==> config.mk <==
export PLATFORM = sky130hd
export DESIGN_NAME = rmsp_root_div
export DESIGN_NICKNAME = d
export VERILOG_FILES = /design/src/rtl/core/rmsp_pkg.sv /design/src/rtl/core/rmsp_root_div.sv
export SDC_FILE = /design/constraint.sdc
export NUM_CORES = 1
export LEC_CHECK = 0
export BUFFER_PORTS_ARGS = -buffer_cell sky130_fd_sc_hd__buf_2
export CELL_PAD_IN_SITES_DETAIL_PLACEMENT = 1
export CELL_PAD_IN_SITES_GLOBAL_PLACEMENT = 2
export CORE_MARGIN = 3
export CORE_UTILIZATION = 30
export CTS_CLUSTER_DIAMETER = 150
export DETAILED_ROUTE_END_ITERATION = 10
export PLACE_DENSITY_LB_ADDON = 0.1
export SYNTH_ARGS = -nofsm -noshare
export SYNTH_HDL_FRONTEND = slang
export SYNTH_SLANG_ARGS = --single-unit
==> constraint.sdc <==
create_clock -name clk -period 14.27 [get_ports clk]
set_clock_uncertainty 0.1 [all_clocks]
set_input_delay 0.7135 -clock clk [delete_from_list [all_inputs] [get_ports clk]]
set_output_delay 0.7135 -clock clk [all_outputs]
set_load 0.05 [all_outputs]
==> src/rtl/core/rmsp_pkg.sv <==
package rmsp_pkg;

  localparam int unsigned DataW = 32;
  localparam int unsigned CfgW = 16;
  localparam int unsigned IdxW = 10;

  // Depth of the mean-square store; a power of two no larger than the index range.
  localparam int unsigned ParamCount = 1024;

  // Configuration register indexes.
  localparam logic [1:0] CFG_LEARNING_RATE = 2'd0;
  localparam logic [1:0] CFG_DISCOUNT = 2'd1;
  localparam logic [1:0] CFG_EPSILON = 2'd2;

  localparam logic [CfgW-1:0] LrReset = 16'd655;
  localparam logic [CfgW-1:0] DiscountReset = 16'd58982;
  localparam logic [CfgW-1:0] EpsilonReset = 16'd1;
  localparam logic [DataW-1:0] MeanSquareOne = 32'h0001_0000;

  // Request handed from the main sequencer to the root/divide unit.
  typedef struct packed {
    logic [47:0] radicand;
    logic [47:0] numer;
    logic [15:0] eps;
  } div_req_t;

endpackage

==> src/rtl/core/rmsp_root_div.sv <==
// Computes floor(numer / (floor(sqrt(radicand)) + eps)), with a zero divisor taken as one.
// The root is found two radicand bits per cycle, the quotient one bit per cycle.
module rmsp_root_div (
  input  logic                clk,
  input  logic                rst_n,
  input  logic                start,
  input  rmsp_pkg::div_req_t  req,
  output logic                done,
  output logic [47:0]         quotient
);

  localparam logic [1:0] ST_IDLE = 2'd0;
  localparam logic [1:0] ST_ROOT = 2'd1;
  localparam logic [1:0] ST_DIV = 2'd2;

  logic [1:0]  state_r, state_nxt;
  logic [5:0]  cnt_r, cnt_nxt;
  logic [47:0] rad_r, rad_nxt;
  logic [24:0] rem_r, rem_nxt;
  logic [23:0] root_r, root_nxt;
  logic [47:0] num_r, num_nxt;
  logic [15:0] eps_r, eps_nxt;
  logic [32:0] den_r, den_nxt;
  logic [47:0] drem_r, drem_nxt;
  logic [47:0] quo_r, quo_nxt;
  logic        done_r, done_nxt;

  logic [26:0] trial;
  logic [26:0] rem_sh;
  logic        take;
  logic [23:0] root_new;
  logic [32:0] den_sum;
  logic [48:0] drem_sh;

  assign rem_sh = {rem_r, rad_r[47:46]};
  assign trial = {1'b0, root_r, 2'b01};
  assign take = (rem_sh >= trial);
  assign root_new = {root_r[22:0], take};
  assign den_sum = {9'd0, root_new} + {17'd0, eps_r};
  assign drem_sh = {drem_r, num_r[47]};

  always_comb begin
    state_nxt = state_r;
    cnt_nxt = cnt_r;
    rad_nxt = rad_r;
    rem_nxt = rem_r;
    root_nxt = root_r;
    num_nxt = num_r;
    eps_nxt = eps_r;
    den_nxt = den_r;
    drem_nxt = drem_r;
    quo_nxt = quo_r;
    done_nxt = 1'b0;
    unique case (state_r)
      ST_IDLE: begin
        if (start) begin
          state_nxt = ST_ROOT;
          cnt_nxt = 6'd0;
          rad_nxt = req.radicand;
          rem_nxt = '0;
          root_nxt = '0;
          num_nxt = req.numer;
          eps_nxt = req.eps;
        end
      end
      ST_ROOT: begin
        if (take) begin
          rem_nxt = 25'(rem_sh - trial);
        end else begin
          rem_nxt = rem_sh[24:0];
        end
        root_nxt = root_new;
        rad_nxt = {rad_r[45:0], 2'b00};
        cnt_nxt = cnt_r + 6'd1;
        if (cnt_r == 6'd23) begin
          state_nxt = ST_DIV;
          cnt_nxt = 6'd0;
          den_nxt = (den_sum == 33'd0) ? 33'd1 : den_sum;
          drem_nxt = '0;
        end
      end
      ST_DIV: begin
        if (drem_sh >= {16'd0, den_r}) begin
          drem_nxt = 48'(drem_sh - {16'd0, den_r});
          quo_nxt = {quo_r[46:0], 1'b1};
        end else begin
          drem_nxt = drem_sh[47:0];
          quo_nxt = {quo_r[46:0], 1'b0};
        end
        num_nxt = {num_r[46:0], 1'b0};
        cnt_nxt = cnt_r + 6'd1;
        if (cnt_r == 6'd47) begin
          state_nxt = ST_IDLE;
          done_nxt = 1'b1;
        end
      end
      default: state_nxt = ST_IDLE;
    endcase
  end

  always_ff @(posedge clk) begin
    if (!rst_n) begin
      state_r <= ST_IDLE;
      done_r <= 1'b0;
    end else begin
      state_r <= state_nxt;
      done_r <= done_nxt;
    end
    cnt_r <= cnt_nxt;
    rad_r <= rad_nxt;
    rem_r <= rem_nxt;
    root_r <= root_nxt;
    num_r <= num_nxt;
    eps_r <= eps_nxt;
    den_r <= den_nxt;
    drem_r <= drem_nxt;
    quo_r <= quo_nxt;
  end

  assign done = done_r;
  assign quotient = quo_r;

endmodule

* After elaboration in Yosys (flattened, before gate mapping)
Index checks and enable logic that the tools add are counted.
Word-level totals: register bits 299, input bits 115, word-level logic and storage cells 59, output and inout bits 49
Operators by class: $add $sub $neg 4, multiplexer cells 21, $lt $le $gt $ge 2, eq/ne operators 7, reductions and logical operators 14
Operators by type and width (count):
- one-hot mux 48 bit (2 select lines) | 3
- two-way mux 48 bit | 4
- two-way mux 25 bit | 2
- one-hot mux 25 bit (2 select lines) | 1
- >= comparator 49 x 33 -> 1 bit | 1
- one-hot mux 24 bit (2 select lines) | 1
- subtractor 48 x 33 -> 48 bit | 1
- logical NOT 33 bit | 1
- >= comparator 27 x 26 -> 1 bit | 1
- adder 24 x 16 -> 25 bit | 1
- subtractor 25 bit | 1
- two-way mux 24 bit | 1
- one-hot mux 6 bit (3 select lines) | 1
- AND reduction 2 bit | 7
- two-way mux 6 bit | 2
- adder 6 x 1 -> 6 bit (second input constant) | 1
- == test 6 x 5 -> 1 bit (second input constant) | 1
- == test 6 bit (second input constant) | 1
- two-way mux 2 bit | 3
- inequality test 2 bit (second input constant) | 3
- one-hot mux 2 bit (3 select lines) | 1
- nonzero test 2 bit | 3
- AND reduction 3 bit | 1
- nonzero test 3 bit | 1
- other kinds (4) | 5

* Longest topological paths before layout
Gate-level depths: netlist of run 1.
depth in word-level cells 3, mapped depth 23, depth with buffers taken out 22

* Worst setup path after synthesis of run 1
OpenSTA, ideal clock, no wires.
path kind register -> register, from register state_r[1], to register rad_r[0] (enable), setup time 0.687 ns, path buffers 2, cell stages (with the launch flop) 7, arrival time 7.910 ns, clock period less this slack 8.697 ns, setup slack 5.573 ns, required time 13.483 ns, path through dfxtp_1 inv_1 ha_1 clkbuf_1 inv_1 clkbuf_1 o21ai_0
On the way: word-level cells in the longest chain between the ends 3
RTL lines:
- start, declared | line rmsp_root_div.sv:16 | logic [1:0] state_r, state_nxt;
- start signal, assigned | line rmsp_root_div.sv:106 | state_r <= state_nxt;
- == test 2 x 1 -> 1 bit or logical NOT 2 bit (tied branches) | line rmsp_root_div.sv:54 | unique case (state_r)
- nonzero test 2 bit (no source line) or inequality test 2 bit (tied branches)
- AND reduction 2 bit (no source line) (*)
- end signal, assigned | line rmsp_root_div.sv:110 | rad_r <= rad_nxt;
- end, declared | line rmsp_root_div.sv:18 | logic [47:0] rad_r, rad_nxt;
Every way passes the cells marked *; elsewhere a longest branch is shown, timed or not. A chain may end at the register's enable or synchronous reset.

* Final worst setup path of run 1
from register rem_r[4], to register den_r[0] (data pin)
On the way: word-level cells in the longest chain between the ends 3
RTL lines:
- start, declared | line rmsp_root_div.sv:19 | logic [24:0] rem_r, rem_nxt;
- start signal, assigned | line rmsp_root_div.sv:111 | rem_r <= rem_nxt;
- >= comparator 27 x 26 -> 1 bit (*) | line rmsp_root_div.sv:37 | assign take = (rem_sh >= trial);
- adder 24 x 16 -> 25 bit (*) | line rmsp_root_div.sv:39 | assign den_sum = {9'd0, root_new} + {17'd0, eps_r};
- logical NOT 33 bit | line rmsp_root_div.sv:78 | den_nxt = (den_sum == 33'd0) ? 33'd1 : den_sum;
- end signal, assigned | line rmsp_root_div.sv:115 | den_r <= den_nxt;
- end, declared | line rmsp_root_div.sv:23 | logic [32:0] den_r, den_nxt;
Marked as above.

==> impl_metrics.csv, run 1 <==
group,metric,value,unit
placement,place_hpwl,30.2,mm
synth,synthArstFlopShare,0,
drt,drc,0,
synth,netlist_instances,1277,
pwr,finalPower,0.00304,W
critical_path,end_kind,"register",
sta,slew_headroom,0.320,
min_path,worstHoldStart,"req[4]",
sta,hold_violations,0,
status,status,"complete, no violations",
layout,diodes,0,
drt,vias,10600,
drt,avgViaCountPerCell,4.93,
floorplanning,fp.coreArea,50600,µm²
sta,period_needed,6140,ps
critical_path,rr_endpoint,"den_r[0]",
floorplanning,die_width,233,µm
floorplanning,die_area,54300,µm²
clock_network,clk_latency,550,ps
clock_network,post-cts-setup-buffers,0,
synth,syn-num-nets,1466,
clock_network,clock_path_buffers,3,
grt,grt_pass1_vias,11000,
pwr,power.density,166,nW/µm²
critical_path,r2r_cells,19,
grt,grt_max_degree,56,
grt,grt_use_total,0.152,
grt,antenna_found_initial,0,
floorplanning,start_util,0.306,
synth,synthFlopType,"edfxtp_1",
placement,globalplace.congestion,0.769,
min_path,hold_depth,1,
synth,ys_seq_area_frac,0.563,
drt,drtIter0Drc,472,
clock_network,ctsResizeCount,0,
drt,postRouteAntennaNets,0,
clock_network,cts_tree,"yes",
critical_path,critPathRequiredTime,14560,ps
sta,grt_setup_unrepaired,"no",
layout,drive_gt1_frac,0.229,
critical_path,cp-start-kind,"register",
synth,synth_area,15500,µm²
flow_run,maxCapViolCount,0,
sta,period_share,0.430,
grt,grt-ovfl-total,0,
synth,ys.warnings.count,0,
clock_network,cts_buffers,37,
clock_network,htreeDepth,2,
floorplanning,fp.dieH,233,µm
floorplanning,num_rows,82,
grt,grt_pass1_wl,64.4,mm
sta,setup_viol,0,
min_path,hp-class,"in2reg",
pwr,p_leak,6.96,nW
sta,fmax,0.163,GHz
layout,syn2layout_area_growth,18.3,%
drt,post_drt_wl_per_cell,19.6,µm
min_path,holdPathEnd,"eps_r[4]",
drt,routed_wl,42.1,mm
drt,drt_pass1_iterations,4,
synth,synth.distinct_cells,75,
layout,final_nets,1640,
critical_path,r2r_start,"rem_r[4]",
sta,finalSetupTns,0,ps
critical_path,cp.arrival,6430,ps
critical_path,path_max_fanout,26,
sta,slew_violations,0,
critical_path,r2r_slack,8130,ps
synth,synth_seq_cells,291,
clock_network,clkTransAtPathRegs,60,ps
critical_path,crit_type,"reg2reg",
pwr,vdd_drop_max,0.113,mV
placement,port_buffers,163,
clock_network,holdBufCountCts,0,
synth,syn_area_per_cell,12.1,µm²
floorplanning,top_level_ports,164,
clock_network,numClockSinks,291,
sta,tightest_slew,1020,ps
clock_network,root_buffer,"clkbuf_16",
synth,synth_edf_count,288,
[final cells by class]
type | instances | area, µm²
clock buffer | 45 | 977
clock inverter | 18 | 220
fill | 5476 | 32300
inverter | 77 | 289
multi-input combinational | 870 | 6350
sequential | 291 | 8710
tap | 672 | 841
timing repair buffer | 174 | 898
[state kept, by name (all words and copies together), names as in the netlist]
signal    flops
drem_r       48
num_r        48
quotient     48
rad_r        48
den_r        25
rem_r        25
root_r       24
eps_r        16
cnt_r         6
state_r       2
done          1
[logic make-up after synthesis]
| family | Yosys count | synth area share |
|---|---|---|
| AOI/OAI and AO/OA | 250 | 0.106 |
| xor gates and xnor gates | 67 | 0.0380 |
| adders and majority gates | 74 | 0.0609 |
| buffers and inverters | 116 | 0.0295 |
| DFF | 291 | 0.563 |
| muxes | 128 | 0.0905 |
| and+or+nand+nor | 351 | 0.112 |
[cell usage after synthesis (17+ instances only)]
master / n / area [µm²]
xor2_1: 18 / 158
o21ai_0: 47 / 235
nor2_1: 113 / 424
nand3_1: 21 / 105
inv_1: 75 / 282
ha_1: 72 / 901
a21oi_1: 72 / 360
nand2_1: 75 / 282
mux2i_1: 34 / 340
xnor2_1: 49 / 429
nand2b_1: 22 / 138
a21o_1: 28 / 210
clkbuf_1: 23 / 86.3
mux2_2: 94 / 1060
nor3_1: 19 / 95.1
or3_1: 17 / 106
edfxtp_1: 288 / 8650
[power by group]
part	internal (W)	leakage, nW	switching [W]
combinational	0.000346	3.62	0.000567
sequential	0.00113	2.76	0.0000586
clock	0.000562	0.580	0.000373
[through the flow]
| step | cell area, µm² | setup WS, ps | cells | hold slack [ps] | util |
|---|---|---|---|---|---|
| 2_1_floorplan | 15500 | 5570 | 1277 | 418 | - |
| 3_3_place_gp | 17100 | 8260 | 2084 | 327 | 0.338 |
| 3_5_place_dp | 17100 | 8130 | 2084 | 327 | 0.338 |
| 4_1_cts | 18300 | 8050 | 2147 | 192 | 0.361 |
| 5_1_grt | 18300 | 7540 | 2147 | 211 | 0.361 |
| 6_report | 18300 | 8130 | 2147 | 236 | 0.361 |
[how the worst max path moves through the flow]
stage,to,slack [ps],depth (start not counted),start
2_1_floorplan,rad_r[0],5570,6,state_r[1]
3_3_place_gp,den_r[0],8260,22,root_r[0]
3_5_place_dp,den_r[0],8130,21,rem_r[4]
4_1_cts,den_r[0],8050,19,rem_r[4]
5_1_grt,den_r[0],7540,20,root_r[4]
6_report,den_r[0],8130,19,rem_r[4]
[cell usage in the layout, fill, tap and decap left out, types with 6 or more instances in the layout]
cell	n
a211oi_1	12
a21o_1	27
a21oi_1	72
a31oi_1	6
and3_1	10
buf_2	163
buf_4	11
clkbuf_1	7
clkbuf_16	38
edfxtp_1	288
ha_1	70
inv_1	74
mux2_2	94
mux2i_1	34
nand2_1	75
nand2b_1	22
nand3_1	21
nand4_1	13
nor2_1	113
nor2b_1	12
nor3_1	19
nor4_1	11
o211ai_1	7
o21a_1	14
o21ai_0	45
o21bai_1	8
o311ai_0	6
o31ai_1	11
o41ai_1	6
or3_1	17
or4_1	15
xnor2_1	49
xor2_1	18
[critical path, cell delays in order (launching register included)]
cell      delay (ps)
edfxtp_1         390
ha_1             400
a21o_1           260
nor3_1           210
o211ai_1         160
nand3_1          100
o221ai_1         230
a22oi_1          300
a22o_1           540
inv_2            430
ha_1             350
a211oi_1         310
o21ai_0          260
a31o_2           320
a311oi_1         270
nor3_1           110
nor2_1           120
or4bb_1          470
or4b_1           510
o21bai_1         130
[metal layers]
metal | up-vias | routed length (µm) | track usage
li1 | 5142 | - | -
met1 | 5227 | 20500 | 0.214
met4 | 0 | 866 | 0.0416
met3 | 57 | 1540 | 0.0251
met2 | 166 | 19200 | 0.241
met5 | - | 0 | 0
No activity file was read; power rests on OpenSTA's default activity.
==> run 2, diff against run 1 <==
- ABC_AREA: unset -> 1
- clock period: 14.27 -> 6.3 ns (I/O delays scaled with it)
==> impl_metrics.csv, run 2 <==
group,metric,value,unit
status,status,"complete, no violations",
sta,slew_violations,0,
floorplanning,fp.dieH,246,µm
sta,finalSetupTns,0,ps
drt,post_drt_wl_per_cell,17.9,µm
synth,muxShareOfSynthArea,0,
drt,drtIter0Drc,712,
floorplanning,fp.coreArea,56700,µm²
sta,whs,101,ps
synth,synth_most_common_cell,"nand2_1",
synth,synth_area,17300,µm²
floorplanning,die_area,60600,µm²
synth,syn-num-nets,2343,
pwr,vdd_drop_max,0.245,mV
clock_network,numClockSinks,291,
drt,routed_wl,57.6,mm
synth,synth_edf_count,288,
critical_path,end_kind,"register",
synth,ys_seq_area_frac,0.503,
critical_path,crit_type,"reg2reg",
floorplanning,start_util,0.305,
drt,drt_pass1_iterations,7,
layout,fin_util,0.376,
placement,place_hpwl,43.1,mm
synth,synthSimpleGateAreaFrac,0.293,
synth,synth_seq_cells,291,
floorplanning,num_rows,87,
layout,drive_gt1_frac,0.108,
drt,postRouteAntennaNets,0,
sta,fmax,0.217,GHz
grt,grt_pass1_wl,91.0,mm
critical_path,path_max_fanout,48,
pwr,p_leak,9.76,nW
clock_network,root_buffer,"clkbuf_16",
synth,synthAdderAreaFrac,0.0544,
placement,pre_cts_ws,1620,ps
layout,final_cell_mix,"790 x nand2_1, 288 x edfxtp_1, 277 x inv_1",
synth,yosys.area.top_type,"edfxtp_1",
synth,synth.distinct_cells,44,
placement,port_buffers,163,
clock_network,clock_path_buffers,3,
drt,vias,15000,
sta,setup_slack,1680,ps
clock_network,clkTransAtPathRegs,60,ps
synth,synth_top_family_by_area,"simple AND/OR/NAND/NOR gates",
grt,grt-ovfl-total,0,
clock_network,cts_buffers,38,
grt,grt_use_total,0.192,
sta,period_needed,4620,ps
grt,antenna_found_initial,4,
synth,synthDominantCellAreaShare,0.500,
drt,avgViaCountPerCell,4.65,
synth,synthFlopType,"edfxtp_1",
layout,finalInstanceArea,21300,µm²
sta,setup_viol,0,
sta,grt_setup_unrepaired,"no",
synth,synth-xor-area-share,0.0218,
min_path,hp-class,"in2reg",
flow_run,maxCapViolCount,0,
pwr,power.density,481,nW/µm²
placement,post_dp_cell_area,19000,µm²
floorplanning,top_level_ports,164,
synth,netlist_instances,2154,
layout,layout_commonest_cell,"nand2_1",
clock_network,cts_tree,"yes",
synth,syn_area_per_cell,8.04,µm²
critical_path,cp.arrival,4830,ps
layout,final_nets,2624,
clock_network,clk_latency,560,ps
synth,synth.area.top_cells,"edfxtp_1 50%, nand2_1 17%, inv_1 6.0%, nor2_1 5.9%, ha_1 5.2%",
grt,grt_max_degree,74,
clock_network,ctsResizeCount,0,
synth,synth_compound_area_frac,0.0517,
synth,ys.warnings.count,0,
drt,drc,0,
sta,slew_headroom,0.381,
critical_path,critPathRequiredTime,6520,ps
synth,synthTopCellsByCount,"790 x nand2_1, 288 x edfxtp_1, 277 x inv_1",
critical_path,cp-start-kind,"register",
sta,hold_violations,0,
sta,tightest_slew,927,ps
clock_network,htreeDepth,2,
layout,syn2layout_area_growth,23.3,%
sta,period_share,0.733,
synth,synthArstFlopShare,0,
clock_network,post-cts-setup-buffers,0,
placement,globalplace.congestion,0.817,
grt,grt_pass1_vias,16100,
floorplanning,die_width,246,µm
[run 2: cell count changes after synthesis, sizes merged, moves of 35 or more]
cell,delta
nor2,+174
inv,+209
xnor2,-35
nand2,+718
nand3,+72
mux2,-94
[run 2: per-stage QoR]
| stage | instances | total power (W) |
|---|---|---|
| floorplan | 2154 | 0.00664 |
| global placement | 3038 | 0.00806 |
| detailed placement | 3038 | 0.00811 |
| CTS | 3217 | 0.0104 |
| global route | 3220 | 0.0112 |
| finish | 3223 | 0.0103 |
[run 2: layout make-up]
type	instances	area [µm²]
diodes	6	15.0
clock inverters	23	264
fillers	6820	35400
well taps	756	946
clock buffers	43	970
multi-input cells	1533	7350
inverters	286	1080
flip-flops and latches	291	8710
repair buffers	285	2010
[run 2: report_power, final]
group | total, W | internal (W) | switching (W)
clock network | 0.00219 | 0.00131 | 0.000878
logic | 0.00468 | 0.00136 | 0.00332
registers | 0.00340 | 0.00306 | 0.000337
[run 2: cells by family (layout without fill, tap and decap cells)]
family                   Yosys count  after routing
other                              0              6
AND/OR/NAND/NOR                 1249           1249
buffers and inverters            330            637
flip-flops                       291            291
XOR/XNOR                          43             43
AO/OA/AOI/OAI                    167            167
adder cells (fa/ha/maj)           74             74
[run 2: worst max-delay path: stages, from the launching register on]
cell,delay (ps)
edfxtp_1,460
inv_1,160
ha_1,380
nand2_1,90
inv_1,80
nand3_1,130
nor4_1,280
nand3_1,140
nand3_2,90
buf_4,480
ha_1,280
inv_1,70
fa_1,460
inv_1,130
nand3_1,90
nand2_1,120
nand2_1,60
nand2_1,90
nand2_1,80
nand2_1,140
nand2_1,90
nand2_1,80
nor2_1,40
nand2_1,50
nor2_1,40
nand3_1,80
nand2_1,60
[run 2: final timing paths]
check / from / slack, ps / depth (start not counted) / end
setup / recovery: root_r[18] / 1680 / 26 / den_r[0]
hold / removal: start / 100 / 5 / state_r[1]
setup reg to reg: root_r[18] / 1680 / 26 / den_r[0]
hold reg to reg: quotient[8] / 340 / 0 / quotient[9]
[run 2: per-layer routing]
metal	up-vias	track usage	wire [µm]
met2	226	0.312	26100
li1	7507	-	-
met4	0	0.0483	1140
met1	7169	0.264	28100
met5	-	0	0
met3	72	0.0328	2200
[run 2: what timing repair did]
item,4_1_cts,5_1_grt
endpoints found under the setup margin,0,0
hold buffers,113,0
endpoints found under the hold margin,115,0
==> run 3, diff against run 2 <==
- clock period: 6.3 -> 4.73 ns (I/O delays scaled with it)
==> impl_metrics.csv, run 3 (same netlist as run 2, synthesis figures left out) <==
group,metric,value,unit
status,status,"complete, no violations",
critical_path,cp_slowest_stage_delay,490,ps
clock_network,holdBufCountCts,113,
layout,fillers,6801,
critical_path,crit_type,"reg2reg",
pwr,p_leak,9.74,nW
critical_path,crit_start,"root_r[18]",
layout,layout_commonest_cell,"nand2_1",
layout,fin_util,0.376,
drt,post_drt_wl_per_cell,18.1,µm
critical_path,critPathSlowestCell,"edfxtp_1",
layout,drive_gt1_frac,0.108,
clock_network,htreeDepth,2,
layout,seq_area,8710,µm²
clock_network,numClockSinks,291,
placement,globalplace.congestion,0.830,
grt,grt_pass1_vias,16000,
flow_run,maxCapViolCount,0,
floorplanning,fp.dieH,246,µm
floorplanning,num_rows,87,
placement,place_hpwl,43.4,mm
drt,drtIter0Drc,708,
pwr,power.density,639,nW/µm²
layout,final_cell_mix,"790 x nand2_1, 288 x edfxtp_1, 277 x inv_1",
placement,port_buffers,163,
sta,slew_violations,0,
critical_path,cp-start-kind,"register",
clock_network,clkTransAtPathRegs,60,ps
critical_path,path_max_fanout,6,
clock_network,cts_buffers,38,
sta,period_share,0.875,
drt,avgViaCountPerCell,4.68,
clock_network,ctsResizeCount,0,
drt,drt_pass1_iterations,5,
sta,hold_violations,0,
floorplanning,die_area,60600,µm²
sta,slew_headroom,0.259,
drt,vias,15100,
sta,setup_viol,0,
grt,grt_max_degree,99,
clock_network,cts_tree,"yes",
sta,grt_setup_unrepaired,"no",
pwr,vdd_drop_max,0.312,mV
sta,tightest_slew,1110,ps
drt,drc,0,
clock_network,root_buffer,"clkbuf_16",
clock_network,post-cts-setup-buffers,0,
pwr,finalPower,0.0136,W
layout,syn2layout_area_growth,23.1,%
critical_path,crit_chain,"inv_1 > ha_1 > nand2_1 > inv_1 > nand3_1 > nor4_1 > nand3_1 > nand3_2 > ha_1 > inv_1 > fa_1 > inv_1 > nand2_1 > nand3_1 > nand2_1 > nand2_1 > nand2_1 > nand2_1 > nand2_1 > nand2_1 > nand2_1 > nor2_1 > nand3_1 > nand2_1",
critical_path,r2r_slack,590,ps
grt,grt_use_total,0.193,
grt,antenna_found_initial,1,
critical_path,crit_top_cell,"nand2_1",
clock_network,clk_latency,570,ps
drt,routed_wl,58.1,mm
floorplanning,top_level_ports,164,
min_path,hp-class,"in2reg",
layout,final_nets,2623,
critical_path,r2r_cells,24,
grt,grt-ovfl-total,0,
placement,post_dp_cell_area,19000,µm²
sta,period_needed,4140,ps
critical_path,critPathRequiredTime,5060,ps
critical_path,cp.arrival,4470,ps
layout,multi_input_area,7350,µm²
floorplanning,start_util,0.305,
drt,postRouteAntennaNets,0,
critical_path,endpoint,"den_r[0]",
clock_network,clock_path_buffers,3,
grt,grt_pass1_wl,91.5,mm
critical_path,r2r_start,"root_r[18]",
floorplanning,fp.coreArea,56700,µm²
floorplanning,die_width,246,µm
critical_path,rr_endpoint,"den_r[0]",
critical_path,end_kind,"register",
layout,finalInstanceArea,21300,µm²
sta,fmax,0.242,GHz
## run 3: cell types whose count changed in the layout (fill, tap and decap cells not counted), sizes merged
cell	delta
clkbuf	+8
diode	-5
bufinv	-3
clkinv	-3
buf	-1
clkinvlp	+1
inv	-1
## run 3: final cells by class
cell class | instances | area share
clock buffers | 51 | 0.0489
well taps | 756 | 0.0444
repair buffers | 284 | 0.0948
clock inverters | 17 | 0.00752
flip-flops and latches | 291 | 0.409
inverters | 286 | 0.0505
diodes | 1 | 0.000117
multi-input cells | 1533 | 0.345
## run 3: worst min path at each step
stage / depth (start not counted) / start / slack [ps] / end
6_report: 5 / start / 50 / state_r[1]
3_3_place_gp: 1 / req[2] / 310 / eps_r[2]
3_5_place_dp: 1 / req[2] / 320 / eps_r[2]
4_1_cts: 5 / start / 10 / state_r[1]
2_1_floorplan: 0 / req[0] / 240 / eps_r[0]
5_1_grt: 5 / start / 70 / state_r[1]
## run 3: critical path: cells and delay by family (launching register included)
kind / cells / cell delay, ps
adder cells (fa/ha/maj): 3 / 980
buffers and inverters: 4 / 430
flip-flops: 1 / 490
AND/OR/NAND/NOR: 17 / 2010
## run 3: power breakdown
group / internal [W] / total, W / leakage [nW] / switching [W]
Combinational: 0.00182 / 0.00627 / 6.39 / 0.00445
Clock: 0.00166 / 0.00283 / 0.581 / 0.00117
Sequential: 0.00407 / 0.00452 / 2.77 / 0.000447
## run 3: stage by stage
stage	hold WS (ps)	setup slack, ps	instances	setup TNS (ps)
after floorplan	235	-4.01	2154	-192
after global placement	314	779	3037	0
after detailed placement	316	695	3037	0
after CTS	14.4	642	3218	0
after global routing	71.5	259	3218	0
final	45.5	592	3219	0
## run 3: metal layers
layer	GRT usage	up-vias	wire [µm]
li1	-	7501	-
met1	0.272	7272	28500
met2	0.314	241	26400
met3	0.0292	51	2300
met4	0.0408	0	945
met5	0	-	0
